## config.mk

```make
export PLATFORM = sky130hd
export DESIGN_NAME = isakmp_sa_payload_parser_core
export DESIGN_NICKNAME = d
export VERILOG_FILES = /design/src/rtl/sap_pkg.sv /design/src/rtl/sap_front.sv /design/src/rtl/sap_queue.sv /design/src/rtl/sap_back.sv /design/src/rtl/isakmp_sa_payload_parser_core.sv
export VERILOG_INCLUDE_DIRS = /design/src /design/src/rtl
export SDC_FILE = /design/constraint.sdc
export NUM_CORES = 1
export LEC_CHECK = 0
export BUFFER_PORTS_ARGS = -buffer_cell sky130_fd_sc_hd__buf_4
export CAP_MARGIN = 20
export CORE_UTILIZATION = 50
export DETAILED_ROUTE_END_ITERATION = 12
export PLACE_DENSITY_LB_ADDON = 0.25
export SLEW_MARGIN = 20
export SYNTH_ARGS = -nofsm -noshare
export SYNTH_HDL_FRONTEND = slang
export SYNTH_HIERARCHICAL = 1
export SYNTH_SLANG_ARGS = --single-unit
```

## constraint.sdc

```tcl
create_clock -name i_clk -period 17.6 [get_ports i_clk]
set_clock_uncertainty 0.2 [all_clocks]
set_input_delay 2.64 -clock i_clk [delete_from_list [all_inputs] [get_ports i_clk]]
set_output_delay 2.64 -clock i_clk [all_outputs]
set_load 0.005 [all_outputs]
```

## src/rtl/isakmp_sa_payload_parser_core_defines.svh

```systemverilog
// Assertion macros shared by the parser RTL.
`ifndef ISAKMP_SA_PAYLOAD_PARSER_CORE_DEFINES_SVH
`define ISAKMP_SA_PAYLOAD_PARSER_CORE_DEFINES_SVH
`ifndef ASSERT_OFF
`define SAP_ASSERT_IMPL(label, clk, rst_n, prop) \
    label: assert property (@(posedge clk) disable iff (!rst_n) prop) \
        else $error("assertion failed");
`define SAP_ASSERT_NEXT(label, clk, rst_n, cond, exp) \
    label: assert property (@(posedge clk) disable iff (!rst_n) (cond) |=> (exp)) \
        else $error("assertion failed");
`else
`define SAP_ASSERT_IMPL(label, clk, rst_n, prop)
`define SAP_ASSERT_NEXT(label, clk, rst_n, cond, exp)
`endif
`endif

```

## src/rtl/sap_pkg.sv

```systemverilog
// Shared types and constants of the SA payload parser.
package sap_pkg;
    localparam int unsigned PROPOSAL_LIMIT_DEF  = 8;
    localparam int unsigned TRANSFORM_LIMIT_DEF = 8;
    localparam int unsigned ATTRIBUTE_LIMIT_DEF = 16;

    localparam logic [7:0]  PT_PROPOSAL  = 8'd2;
    localparam logic [7:0]  PT_TRANSFORM = 8'd3;
    localparam logic [15:0] MIN_HDR_LEN  = 16'd8;  // 4 + 4
    localparam logic [15:0] TV_FLAG      = 16'h8000;
    localparam logic [15:0] TYPE_MASK    = 16'h7FFF;

    typedef enum logic [3:0] {
        PH_IDLE, PH_DOI, PH_SIT, PH_PHDR, PH_PBODY, PH_SPI, PH_THDR, PH_TBODY,
        PH_ATYPE, PH_ALEN, PH_AVAL, PH_DONE, PH_SWALLOW
    } t_phase;

    typedef enum logic [2:0] {
        RK_DOI, RK_SIT, RK_PROP, RK_SPI, RK_XFORM, RK_ATTR, RK_VERDICT
    } t_kind;

    typedef enum logic [3:0] {
        ST_OK, ST_SHORT, ST_BADLEN, ST_RESERVED, ST_NEXT, ST_PROPLIM, ST_XFLIM,
        ST_ATTRLIM, ST_OVERRUN, ST_ATTRLEN, ST_LONG
    } t_status;

    typedef struct packed {
        logic [2:0]  kind;
        logic [31:0] value;
        logic [14:0] atype;
        logic [7:0]  num;
        logic [7:0]  id;
        logic [7:0]  count;
        logic [3:0]  status;
        logic        done;
    } t_rec;

    // One queue entry: up to two records caused by one byte.
    typedef struct packed {
        logic  v0;
        logic  v1;
        t_rec  r0;
        t_rec  r1;
    } t_pair;
endpackage

```

## src/rtl/sap_front.sv

```systemverilog
// Front part: takes bytes, runs the parse state machine, forms records.
module sap_front #(
    parameter int unsigned PROPOSAL_LIMIT  = sap_pkg::PROPOSAL_LIMIT_DEF,
    parameter int unsigned TRANSFORM_LIMIT = sap_pkg::TRANSFORM_LIMIT_DEF,
    parameter int unsigned ATTRIBUTE_LIMIT = sap_pkg::ATTRIBUTE_LIMIT_DEF
) (
    input  logic          i_clk,
    input  logic          i_rst_n,
    input  logic          i_take,
    input  logic [7:0]    i_data_byte,
    input  logic          i_first_byte,
    input  logic          i_final_byte,
    input  logic [15:0]   i_packet_bytes,
    output sap_pkg::t_pair o_pair
);
    import sap_pkg::*;

    t_phase      r_phase, n_phase;
    logic [2:0]  r_fbc, n_fbc;
    logic [15:0] r_pos, n_pos, r_blen, n_blen, r_hlen, n_hlen, r_tend, n_tend;
    logic [7:0]  r_pcnt, n_pcnt;
    logic [7:0]  r_tidx, n_tidx, r_tdecl, n_tdecl, r_spi, n_spi;
    logic [4:0]  r_acnt, n_acnt;
    logic [7:0]  r_nps, n_nps, r_pnext, n_pnext;
    logic [31:0] r_word, n_word;
    logic [2:0]  r_avl, n_avl;
    logic [3:0]  r_err, n_err;

    always_ff @(posedge i_clk) begin
        if (!i_rst_n) begin
            r_phase <= PH_IDLE; r_fbc <= '0; r_pos <= '0; r_blen <= '0;
            r_hlen <= '0; r_tend <= '0; r_pcnt <= '0; r_tidx <= '0;
            r_tdecl <= '0; r_acnt <= '0; r_spi <= '0; r_nps <= '0;
            r_pnext <= '0; r_word <= '0; r_avl <= '0; r_err <= '0;
        end else if (i_take) begin
            r_phase <= n_phase; r_fbc <= n_fbc; r_pos <= n_pos; r_blen <= n_blen;
            r_hlen <= n_hlen; r_tend <= n_tend; r_pcnt <= n_pcnt; r_tidx <= n_tidx;
            r_tdecl <= n_tdecl; r_acnt <= n_acnt; r_spi <= n_spi; r_nps <= n_nps;
            r_pnext <= n_pnext; r_word <= n_word; r_avl <= n_avl; r_err <= n_err;
        end
    end

    always_comb begin
        t_phase      ph;
        logic [2:0]  fbc;
        logic [15:0] pos, blen, rem;
        logic [31:0] w;
        logic [7:0]  a, c, d, e, pn;
        logic [16:0] rem4;
        logic [15:0] hl;
        logic [7:0]  tdecl, nps, tidx_inc;
        logic        go_pend;
        t_phase      go_to;
        logic        fin;
        t_phase      sel;
        t_rec        rec;

        n_phase = r_phase; n_fbc = r_fbc; n_pos = r_pos; n_blen = r_blen;
        n_hlen = r_hlen; n_tend = r_tend; n_pcnt = r_pcnt; n_tidx = r_tidx;
        n_tdecl = r_tdecl; n_acnt = r_acnt; n_spi = r_spi; n_nps = r_nps;
        n_pnext = r_pnext; n_word = r_word; n_avl = r_avl; n_err = r_err;
        o_pair = '0;
        rec = '0;
        go_pend = 1'b0; go_to = PH_IDLE; fin = 1'b0; sel = PH_IDLE;
        rem = '0; rem4 = '0; hl = '0; tdecl = '0; nps = '0; tidx_inc = '0;
        pn = '0; a = '0; c = '0; d = '0; e = '0;

        ph = r_phase; fbc = r_fbc; pos = r_pos; blen = r_blen; w = r_word;
        if (i_first_byte) begin
            ph = PH_DOI; fbc = '0; pos = '0; blen = i_packet_bytes; w = '0;
            n_hlen = '0; n_tend = '0; n_pcnt = '0; n_tidx = '0; n_tdecl = '0;
            n_acnt = '0; n_spi = '0; n_nps = '0; n_pnext = '0; n_avl = '0;
            n_err = '0;
        end
        n_blen = blen;

        if (ph != PH_IDLE) begin
            pos = pos + 16'd1;
            w = {w[23:0], i_data_byte};
            fbc = fbc + 3'd1;
            a = w[31:24]; c = w[23:16]; d = w[15:8]; e = w[7:0];
            rem = (blen > pos) ? blen - pos : 16'd0;
            rem4 = {1'b0, rem} + 17'd4;
            n_pos = pos; n_word = w; n_fbc = fbc; n_phase = ph;
            tdecl = n_tdecl; nps = n_nps; tidx_inc = n_tidx + 8'd1;
            // sel picks a follow-on action: PH_PBODY begin transforms,
            // PH_TBODY attribute check.
            case (ph)
                PH_DOI, PH_SIT: begin
                    if (fbc == 3'd4) begin
                        rec.kind = (ph == PH_DOI) ? RK_DOI : RK_SIT;
                        rec.value = w;
                        o_pair.v0 = 1'b1;
                        go_pend = 1'b1; go_to = (ph == PH_DOI) ? PH_SIT : PH_PHDR;
                    end
                end
                PH_PHDR, PH_THDR: begin
                    if (fbc == 3'd4) begin
                        hl = w[15:0];
                        if ({1'b0, hl} > rem4 || hl < MIN_HDR_LEN) begin
                            n_err = ST_BADLEN; go_pend = 1'b1; go_to = PH_SWALLOW;
                        end else if (c != 8'd0) begin
                            n_err = ST_RESERVED; go_pend = 1'b1; go_to = PH_SWALLOW;
                        end else if (a != 8'd0 &&
                                     a != ((ph == PH_PHDR) ? PT_PROPOSAL : PT_TRANSFORM)) begin
                            n_err = ST_NEXT; go_pend = 1'b1; go_to = PH_SWALLOW;
                        end else begin
                            n_hlen = hl; go_pend = 1'b1;
                            if (ph == PH_PHDR) begin
                                n_pnext = a; go_to = PH_PBODY;
                            end else begin
                                n_nps = a; go_to = PH_TBODY;
                            end
                        end
                    end
                end
                PH_PBODY: begin
                    if (fbc == 3'd4) begin
                        if (d != 8'd0 && {1'b0, r_hlen} < 17'd8 + {9'd0, d}) begin
                            n_err = ST_BADLEN; go_pend = 1'b1; go_to = PH_SWALLOW;
                        end else if ({24'd0, e} > TRANSFORM_LIMIT) begin
                            n_err = ST_XFLIM; go_pend = 1'b1; go_to = PH_SWALLOW;
                        end else begin
                            rec.kind = RK_PROP; rec.value = {24'd0, d};
                            rec.num = a; rec.id = c; rec.count = e;
                            o_pair.v0 = 1'b1;
                            n_tdecl = e; tdecl = e; n_tidx = '0; n_spi = d;
                            if (d != 8'd0) begin
                                go_pend = 1'b1; go_to = PH_SPI;
                            end else sel = PH_PBODY;
                        end
                    end
                end
                PH_SPI: begin
                    rec.kind = RK_SPI; rec.value = {24'd0, i_data_byte};
                    o_pair.v0 = 1'b1;
                    n_fbc = '0; n_word = '0;
                    n_spi = r_spi - 8'd1;
                    if (n_spi == 8'd0) sel = PH_PBODY;
                end
                PH_TBODY: begin
                    if (fbc == 3'd4) begin
                        if (d != 8'd0 || e != 8'd0) begin
                            n_err = ST_RESERVED; go_pend = 1'b1; go_to = PH_SWALLOW;
                        end else begin
                            rec.kind = RK_XFORM; rec.num = a; rec.id = c;
                            rec.count = r_tidx;
                            o_pair.v0 = 1'b1;
                            n_tend = pos + r_hlen - MIN_HDR_LEN;
                            n_acnt = '0;
                            sel = PH_TBODY;
                        end
                    end
                end
                PH_ATYPE: begin
                    if (fbc == 3'd2) begin
                        n_hlen = w[15:0] & TYPE_MASK;
                        go_pend = 1'b1;
                        if ((w[15:0] & TV_FLAG) != 16'd0) begin
                            n_avl = 3'd2; go_to = PH_AVAL;
                        end else go_to = PH_ALEN;
                    end
                end
                PH_ALEN: begin
                    if (fbc == 3'd2) begin
                        go_pend = 1'b1;
                        if (w == 32'd2 || w == 32'd4) begin
                            n_avl = w[2:0]; go_to = PH_AVAL;
                        end else begin
                            n_err = ST_ATTRLEN; go_to = PH_SWALLOW;
                        end
                    end
                end
                PH_AVAL: begin
                    if (fbc >= r_avl) begin
                        rec.kind = RK_ATTR; rec.value = w; rec.atype = r_hlen[14:0];
                        o_pair.v0 = 1'b1;
                        n_acnt = r_acnt + 5'd1;
                        sel = PH_TBODY;
                    end
                end
                PH_DONE: begin
                    n_err = ST_LONG; go_pend = 1'b1; go_to = PH_SWALLOW;
                end
                default: begin
                    n_fbc = '0; n_word = '0;
                end
            endcase

            // Attribute check folds into finish-transform, which folds into
            // begin-transforms' finish-proposal.
            if (sel == PH_TBODY) begin
                go_pend = 1'b1;
                if (pos >= n_tend) begin
                    if (pos > n_tend) begin
                        n_err = ST_OVERRUN; go_to = PH_SWALLOW;
                    end else begin
                        n_tidx = tidx_inc;
                        if (tidx_inc < tdecl) begin
                            if (nps == 8'd0) begin
                                n_err = ST_NEXT; go_to = PH_SWALLOW;
                            end else go_to = PH_THDR;
                        end else if (nps != 8'd0) begin
                            n_err = ST_NEXT; go_to = PH_SWALLOW;
                        end else fin = 1'b1;
                    end
                end else if ({27'd0, n_acnt} >= ATTRIBUTE_LIMIT) begin
                    n_err = ST_ATTRLIM; go_to = PH_SWALLOW;
                end else go_to = PH_ATYPE;
            end else if (sel == PH_PBODY) begin
                go_pend = 1'b1;
                if (tdecl != 8'd0) go_to = PH_THDR;
                else if (nps != 8'd0) begin
                    n_err = ST_NEXT; go_to = PH_SWALLOW;
                end else fin = 1'b1;
            end
            if (fin) begin
                pn = n_pnext;
                n_nps = pn;
                if (pn == 8'd0) go_to = PH_DONE;
                else begin
                    n_pcnt = r_pcnt + 8'd1;
                    if ({24'd0, n_pcnt} >= PROPOSAL_LIMIT) begin
                        n_err = ST_PROPLIM; go_to = PH_SWALLOW;
                    end else go_to = PH_PHDR;
                end
            end
            if (go_pend) begin
                n_phase = go_to; n_fbc = '0; n_word = '0;
            end
            o_pair.r0 = rec;

            if (i_final_byte) begin
                o_pair.v1 = 1'b1;
                o_pair.r1.kind = RK_VERDICT;
                o_pair.r1.status = (n_phase == PH_SWALLOW) ? n_err :
                                   ((n_phase == PH_DONE) ? ST_OK : ST_SHORT);
                o_pair.r1.done = 1'b1;
                n_phase = PH_IDLE; n_fbc = '0; n_word = '0;
            end
        end
    end
endmodule

```

## src/rtl/sap_queue.sv

```systemverilog
// Two-entry queue of record pairs between the front and the back part.
module sap_queue (
    input  logic           i_clk,
    input  logic           i_rst_n,
    input  logic           i_push,
    input  sap_pkg::t_pair i_pair,
    output logic           o_full,
    output logic           o_empty,
    input  logic           i_pop,
    output sap_pkg::t_pair o_pair
);
    import sap_pkg::*;

    t_pair      r_mem [2];
    logic       r_wp, r_rp;
    logic [1:0] r_cnt;

    assign o_full  = (r_cnt == 2'd2);
    assign o_empty = (r_cnt == 2'd0);
    assign o_pair  = r_mem[r_rp];

    always_ff @(posedge i_clk) begin
        if (i_push) r_mem[r_wp] <= i_pair;
    end

    always_ff @(posedge i_clk) begin
        if (!i_rst_n) begin
            r_wp <= 1'b0; r_rp <= 1'b0; r_cnt <= '0;
        end else begin
            if (i_push) r_wp <= ~r_wp;
            if (i_pop) r_rp <= ~r_rp;
            r_cnt <= r_cnt + {1'b0, i_push} - {1'b0, i_pop};
        end
    end
endmodule

```

## src/rtl/sap_back.sv

```systemverilog
// Back part: sends the one or two records of each queue entry out in order.
module sap_back (
    input  logic           i_clk,
    input  logic           i_rst_n,
    input  logic           i_empty,
    input  sap_pkg::t_pair i_pair,
    output logic           o_pop,
    input  logic           i_stall,
    output logic           o_valid,
    output sap_pkg::t_rec  o_rec
);
    import sap_pkg::*;

    logic r_sec;   // first record of the head entry already sent
    logic want0, fire, last;

    assign want0   = i_pair.v0 && !r_sec;
    assign o_valid = !i_empty;
    assign o_rec   = want0 ? i_pair.r0 : i_pair.r1;
    assign fire    = o_valid && !i_stall;
    assign last    = !(want0 && i_pair.v1);
    assign o_pop   = fire && last;

    always_ff @(posedge i_clk) begin
        if (!i_rst_n) r_sec <= 1'b0;
        else if (fire) r_sec <= !last;
    end
endmodule

```

## src/rtl/isakmp_sa_payload_parser_core.sv

```systemverilog
// Top level of the ISAKMP SA payload body parser.
// Channel | Direction | Handshake
// in      | input     | i_valid / o_stall, one body byte per request
// out     | output    | o_valid / i_stall, one record per request
// One byte is accepted per cycle while the queue is not full; a byte
// yields up to two records, sent out one at a time, held in a two-entry
// queue between parse and output. The parse state advances in the cycle a
// byte is accepted. Input stalls only while the queue is full.
// Reset (synchronous, active low) returns the parser to idle.
`include "isakmp_sa_payload_parser_core_defines.svh"
module isakmp_sa_payload_parser_core #(
    parameter int unsigned PROPOSAL_LIMIT  = sap_pkg::PROPOSAL_LIMIT_DEF,
    parameter int unsigned TRANSFORM_LIMIT = sap_pkg::TRANSFORM_LIMIT_DEF,
    parameter int unsigned ATTRIBUTE_LIMIT = sap_pkg::ATTRIBUTE_LIMIT_DEF
) (
    input  logic        i_clk,
    input  logic        i_rst_n,
    input  logic        i_valid,
    output logic        o_stall,
    input  logic [7:0]  i_data_byte,
    input  logic        i_first_byte,
    input  logic        i_final_byte,
    input  logic [15:0] i_packet_bytes,
    output logic        o_valid,
    input  logic        i_stall,
    output logic [2:0]  o_record_kind,
    output logic [31:0] o_value,
    output logic [14:0] o_attribute_type,
    output logic [7:0]  o_item_number,
    output logic [7:0]  o_protocol_or_id,
    output logic [7:0]  o_item_count,
    output logic [3:0]  o_status,
    output logic        o_packet_done
);
    import sap_pkg::*;

    t_pair f_pair, q_pair;
    t_rec  rec;
    logic  take, full, empty, pop, push;

    assign o_stall = full;
    assign take    = i_valid && !full;
    assign push    = take && (f_pair.v0 || f_pair.v1);

    sap_front #(
        .PROPOSAL_LIMIT(PROPOSAL_LIMIT),
        .TRANSFORM_LIMIT(TRANSFORM_LIMIT),
        .ATTRIBUTE_LIMIT(ATTRIBUTE_LIMIT)
    ) u_front (
        .i_clk(i_clk), .i_rst_n(i_rst_n), .i_take(take),
        .i_data_byte(i_data_byte), .i_first_byte(i_first_byte),
        .i_final_byte(i_final_byte), .i_packet_bytes(i_packet_bytes),
        .o_pair(f_pair)
    );

    sap_queue u_queue (
        .i_clk(i_clk), .i_rst_n(i_rst_n), .i_push(push), .i_pair(f_pair),
        .o_full(full), .o_empty(empty), .i_pop(pop), .o_pair(q_pair)
    );

    sap_back u_back (
        .i_clk(i_clk), .i_rst_n(i_rst_n), .i_empty(empty), .i_pair(q_pair),
        .o_pop(pop), .i_stall(i_stall), .o_valid(o_valid), .o_rec(rec)
    );

    assign o_record_kind    = rec.kind;
    assign o_value          = rec.value;
    assign o_attribute_type = rec.atype;
    assign o_item_number    = rec.num;
    assign o_protocol_or_id = rec.id;
    assign o_item_count     = rec.count;
    assign o_status         = rec.status;
    assign o_packet_done    = rec.done;

    `SAP_ASSERT_IMPL(a_no_pop_empty, i_clk, i_rst_n, !(pop && empty))
    `SAP_ASSERT_IMPL(a_done_is_verdict, i_clk, i_rst_n,
        (o_valid && o_packet_done) |-> (o_record_kind == RK_VERDICT))
    `SAP_ASSERT_NEXT(a_full_then_live, i_clk, i_rst_n, full, !empty)
endmodule
```

==> out/results.ini <==
[placed_design]
gp_congestion=0.918
pre_cts_ws_ns=6.44
dp.final_hpwl_um=45100
dpl_cell_area_um2=28000
port-buffer-count=110

[logic_synthesis]
synth_ff_type=edfxtp_1
synth_top_area_share=0.355
synth-compound-area-share=0.116
synth_warnings=6
synth_cell_types=98
synth-seq-area-share=0.474
synth_top_family_by_area=simple AND/OR/NAND/NOR gates
async_flop_share=0
ys_top_cells_by_area=edfxtp_1 (35%), dfxtp_1 (12%), mux2_4 (9.9%)
synth_simple_gate_area_frac=0.140
syn_avg_cell_area_um2=11.2
synth_common_cells=edfxtp_1 (320), nor2_1 (180), mux2_4 (179)
synth_mux_area_frac=0.135
synth_seq_cells=481
synth_most_common_cell=edfxtp_1
synth_edf_count=320
synth_fa_ha_area_frac=0.0499
syn_inst=2420
syn_area_um2=27100
yosysTopAreaCell=edfxtp_1
synth_xor_area_frac=0.0212

[worst_hold_path]
hp-start=u_front/r_pnext[6]
holdCritPathClass=reg -> reg
hold_path_depth=2

[power]
power_frac_clock=0.341
p_switching_mw=0.923
p_leak_nw=11.4
vdd_ir_drop_max_uv=74.5
comb_power_share=0.264
finalPower_mw=3.29
sequentialPowerShare=0.395
internal_power_mw=2.37
power.density_nw_per_um2=111
switching_share=0.280

[layout]
antennaDiodeCount=0
fin_nets=2619
drive_gt1_frac=0.205
area.growth.synth_to_final_pct=9.80
final_area_um2=29700

[clock_tree]
cts_resized=0
clkSinkCount=481
clock_latency_ns=0.62
cts_buffers=52
clk_pin_slew_ns=0.06
postCtsSetupBuffers=0
htree_num_levels=2
cts_tree=done
holdBufCountCts=0
clockRootBuffer=clkbuf_16
clockBufferDepth=3

[routing]
routed_wl_um=66100
drc_errors=0
firstDrtPassIters=9
drtIter0Drc=1350
vias=18600
via_per_inst=5.78
wl_per_cell_um=20.6
ant_nets=0

[grt]
grt_pass1_wl_um=103000
gr-total-overflow=0
grt_max_degree=77
grt_antenna_before_repair=0
grt_pass1_vias=18300
grt_use_total=0.236

[critical_path]
crit_path_end_kind=register
slowest_stage=a21oi_1
worst-path-max-fanout=54
path_class=in -> reg
crit_path_max_incr_delay_ns=0.94
critical_path_required_ns=17.95
critPathArrivalTime_ns=11.10
r2r-start=u_front/r_pos[0]
critPathLaunchType=primary input
rr_worst_depth=34
crit_start=i_first_byte

[floorplan]
chipHeight_um=235
die_area_um2=55100
ios=111
initial_utilization=0.510
die_w_um=235
coreArea_um2=53100
rows=84

[sta]
slew_headroom=0.245
fin_crit_sh=0.610
setup_ws_ns=6.86
finalSetupViolations=0
timing.final.hold_violations=0
hold_ws_ns=0.246
tightest_slew_ns=1.13
fin_setup_tns_ns=0
finalCriticalPeriod_ns=10.74
rsz0062_at_grt=false
fmax_ghz=0.0931
slew_violations=0

[status]
outcome=finished clean

[run]
maxCapViolCount=0

==> per-layer routing <==
metal	up-vias	global-route usage	share of wire
met4	0	0.0720	0.026
met3	118	0.0450	0.061
met5	-	0	0
met2	523	0.396	0.48
li1	8819	-	-
met1	9106	0.310	0.43
==> worst max-delay path, delay by kind of cell <==
kind | cells | cell delay, ns
compound gates | 12 | 3.07
xor+xnor | 2 | 0.34
fa+ha+maj | 4 | 1.22
buf+inv | 3 | 0.54
simple gates | 14 | 3.23
==> power groups by stage <==
stage	Combinational (mW)	Clock [mW]	Sequential, mW
6_report	0.868	1.12	1.30
3_3_place_gp	0.860	0	1.32
5_1_grt	0.938	1.19	1.31
3_5_place_dp	0.868	0	1.32
2_1_floorplan	0.678	0	1.30
4_1_cts	0.873	1.15	1.30
==> kinds of logic (layout without fill, tap and decap cells) <==
logic type	count (synthesis)	after routing
multiplexers	265	265
XOR/XNOR	64	64
AO/OA/AOI/OAI	449	449
buffers and inverters	307	337
other	1	77
flip-flops	481	481
adder cells (fa/ha/maj)	107	107
AND/OR/NAND/NOR	746	746
==> sequential cells by signal, summed over array words and instances, names as in the netlist, 2 cells and up, named ones only <==
register / cells
u_queue/r_cnt: 2
u_front/r_hlen: 16
u_queue/r_mem: 320
u_front/r_pnext: 8
u_front/r_spi: 8
u_front/r_nps: 8
u_front/r_blen: 16
u_front/r_pcnt: 8
u_front/r_word: 24
u_front/r_tdecl: 8
u_front/r_acnt: 5
u_front/r_err: 4
u_front/r_phase: 4
u_front/r_pos: 16
u_front/r_fbc: 3
u_front/r_avl: 3
u_front/r_tidx: 8
u_front/r_tend: 16
==> cell usage in the layout (no fill, tap or decap), drive strengths merged, types with 13 or more instances in the layout <==
cell type  count
nor2         180
o21a          13
a21o          26
clkbuf        71
a211oi        24
inv          107
ha           104
nand2b        20
mux2         255
a22oi         59
a21oi         93
clkinv        17
o21ai         81
edfxtp       320
nor3          39
o211a         25
and3          30
a31oi         14
dfxtp        161
nor3b         17
a21boi        25
nand4         20
nor4          39
conb          77
or3           15
nand2        178
or2           13
nand3         46
nor2b         89
xnor2         37
xor2          26
buf          135
and2          38
a32oi         14
==> area by class of cell <==
type / instances / area [um2]
Fill cell: 4480 / 23400
Multi-Input combinational cell: 1708 / 12800
Sequential cell: 481 / 12800
Clock buffer: 71 / 1460
Timing Repair Buffer: 135 / 1010
Tap cell: 688 / 861
Inverter: 105 / 394
Clock inverter: 26 / 305
==> worst paths after layout <==
path                        end  slack, ns
max reg2reg   u_front/r_hlen[5]       8.84
min reg2reg  u_front/r_pnext[6]       0.25
max           u_front/r_hlen[5]       6.86
min          u_front/r_pnext[6]       0.25
==> stage by stage <==
| step | util | instances |
|---|---|---|
| 6_report | 0.560 | 3214 |
| 5_1_grt | 0.560 | 3214 |
| 4_1_cts | 0.560 | 3214 |
| 3_5_place_dp | 0.527 | 3117 |
| 3_3_place_gp | 0.527 | 3117 |
| 2_1_floorplan | - | 2496 |
Note: power is estimated with default switching activity, not from simulation.
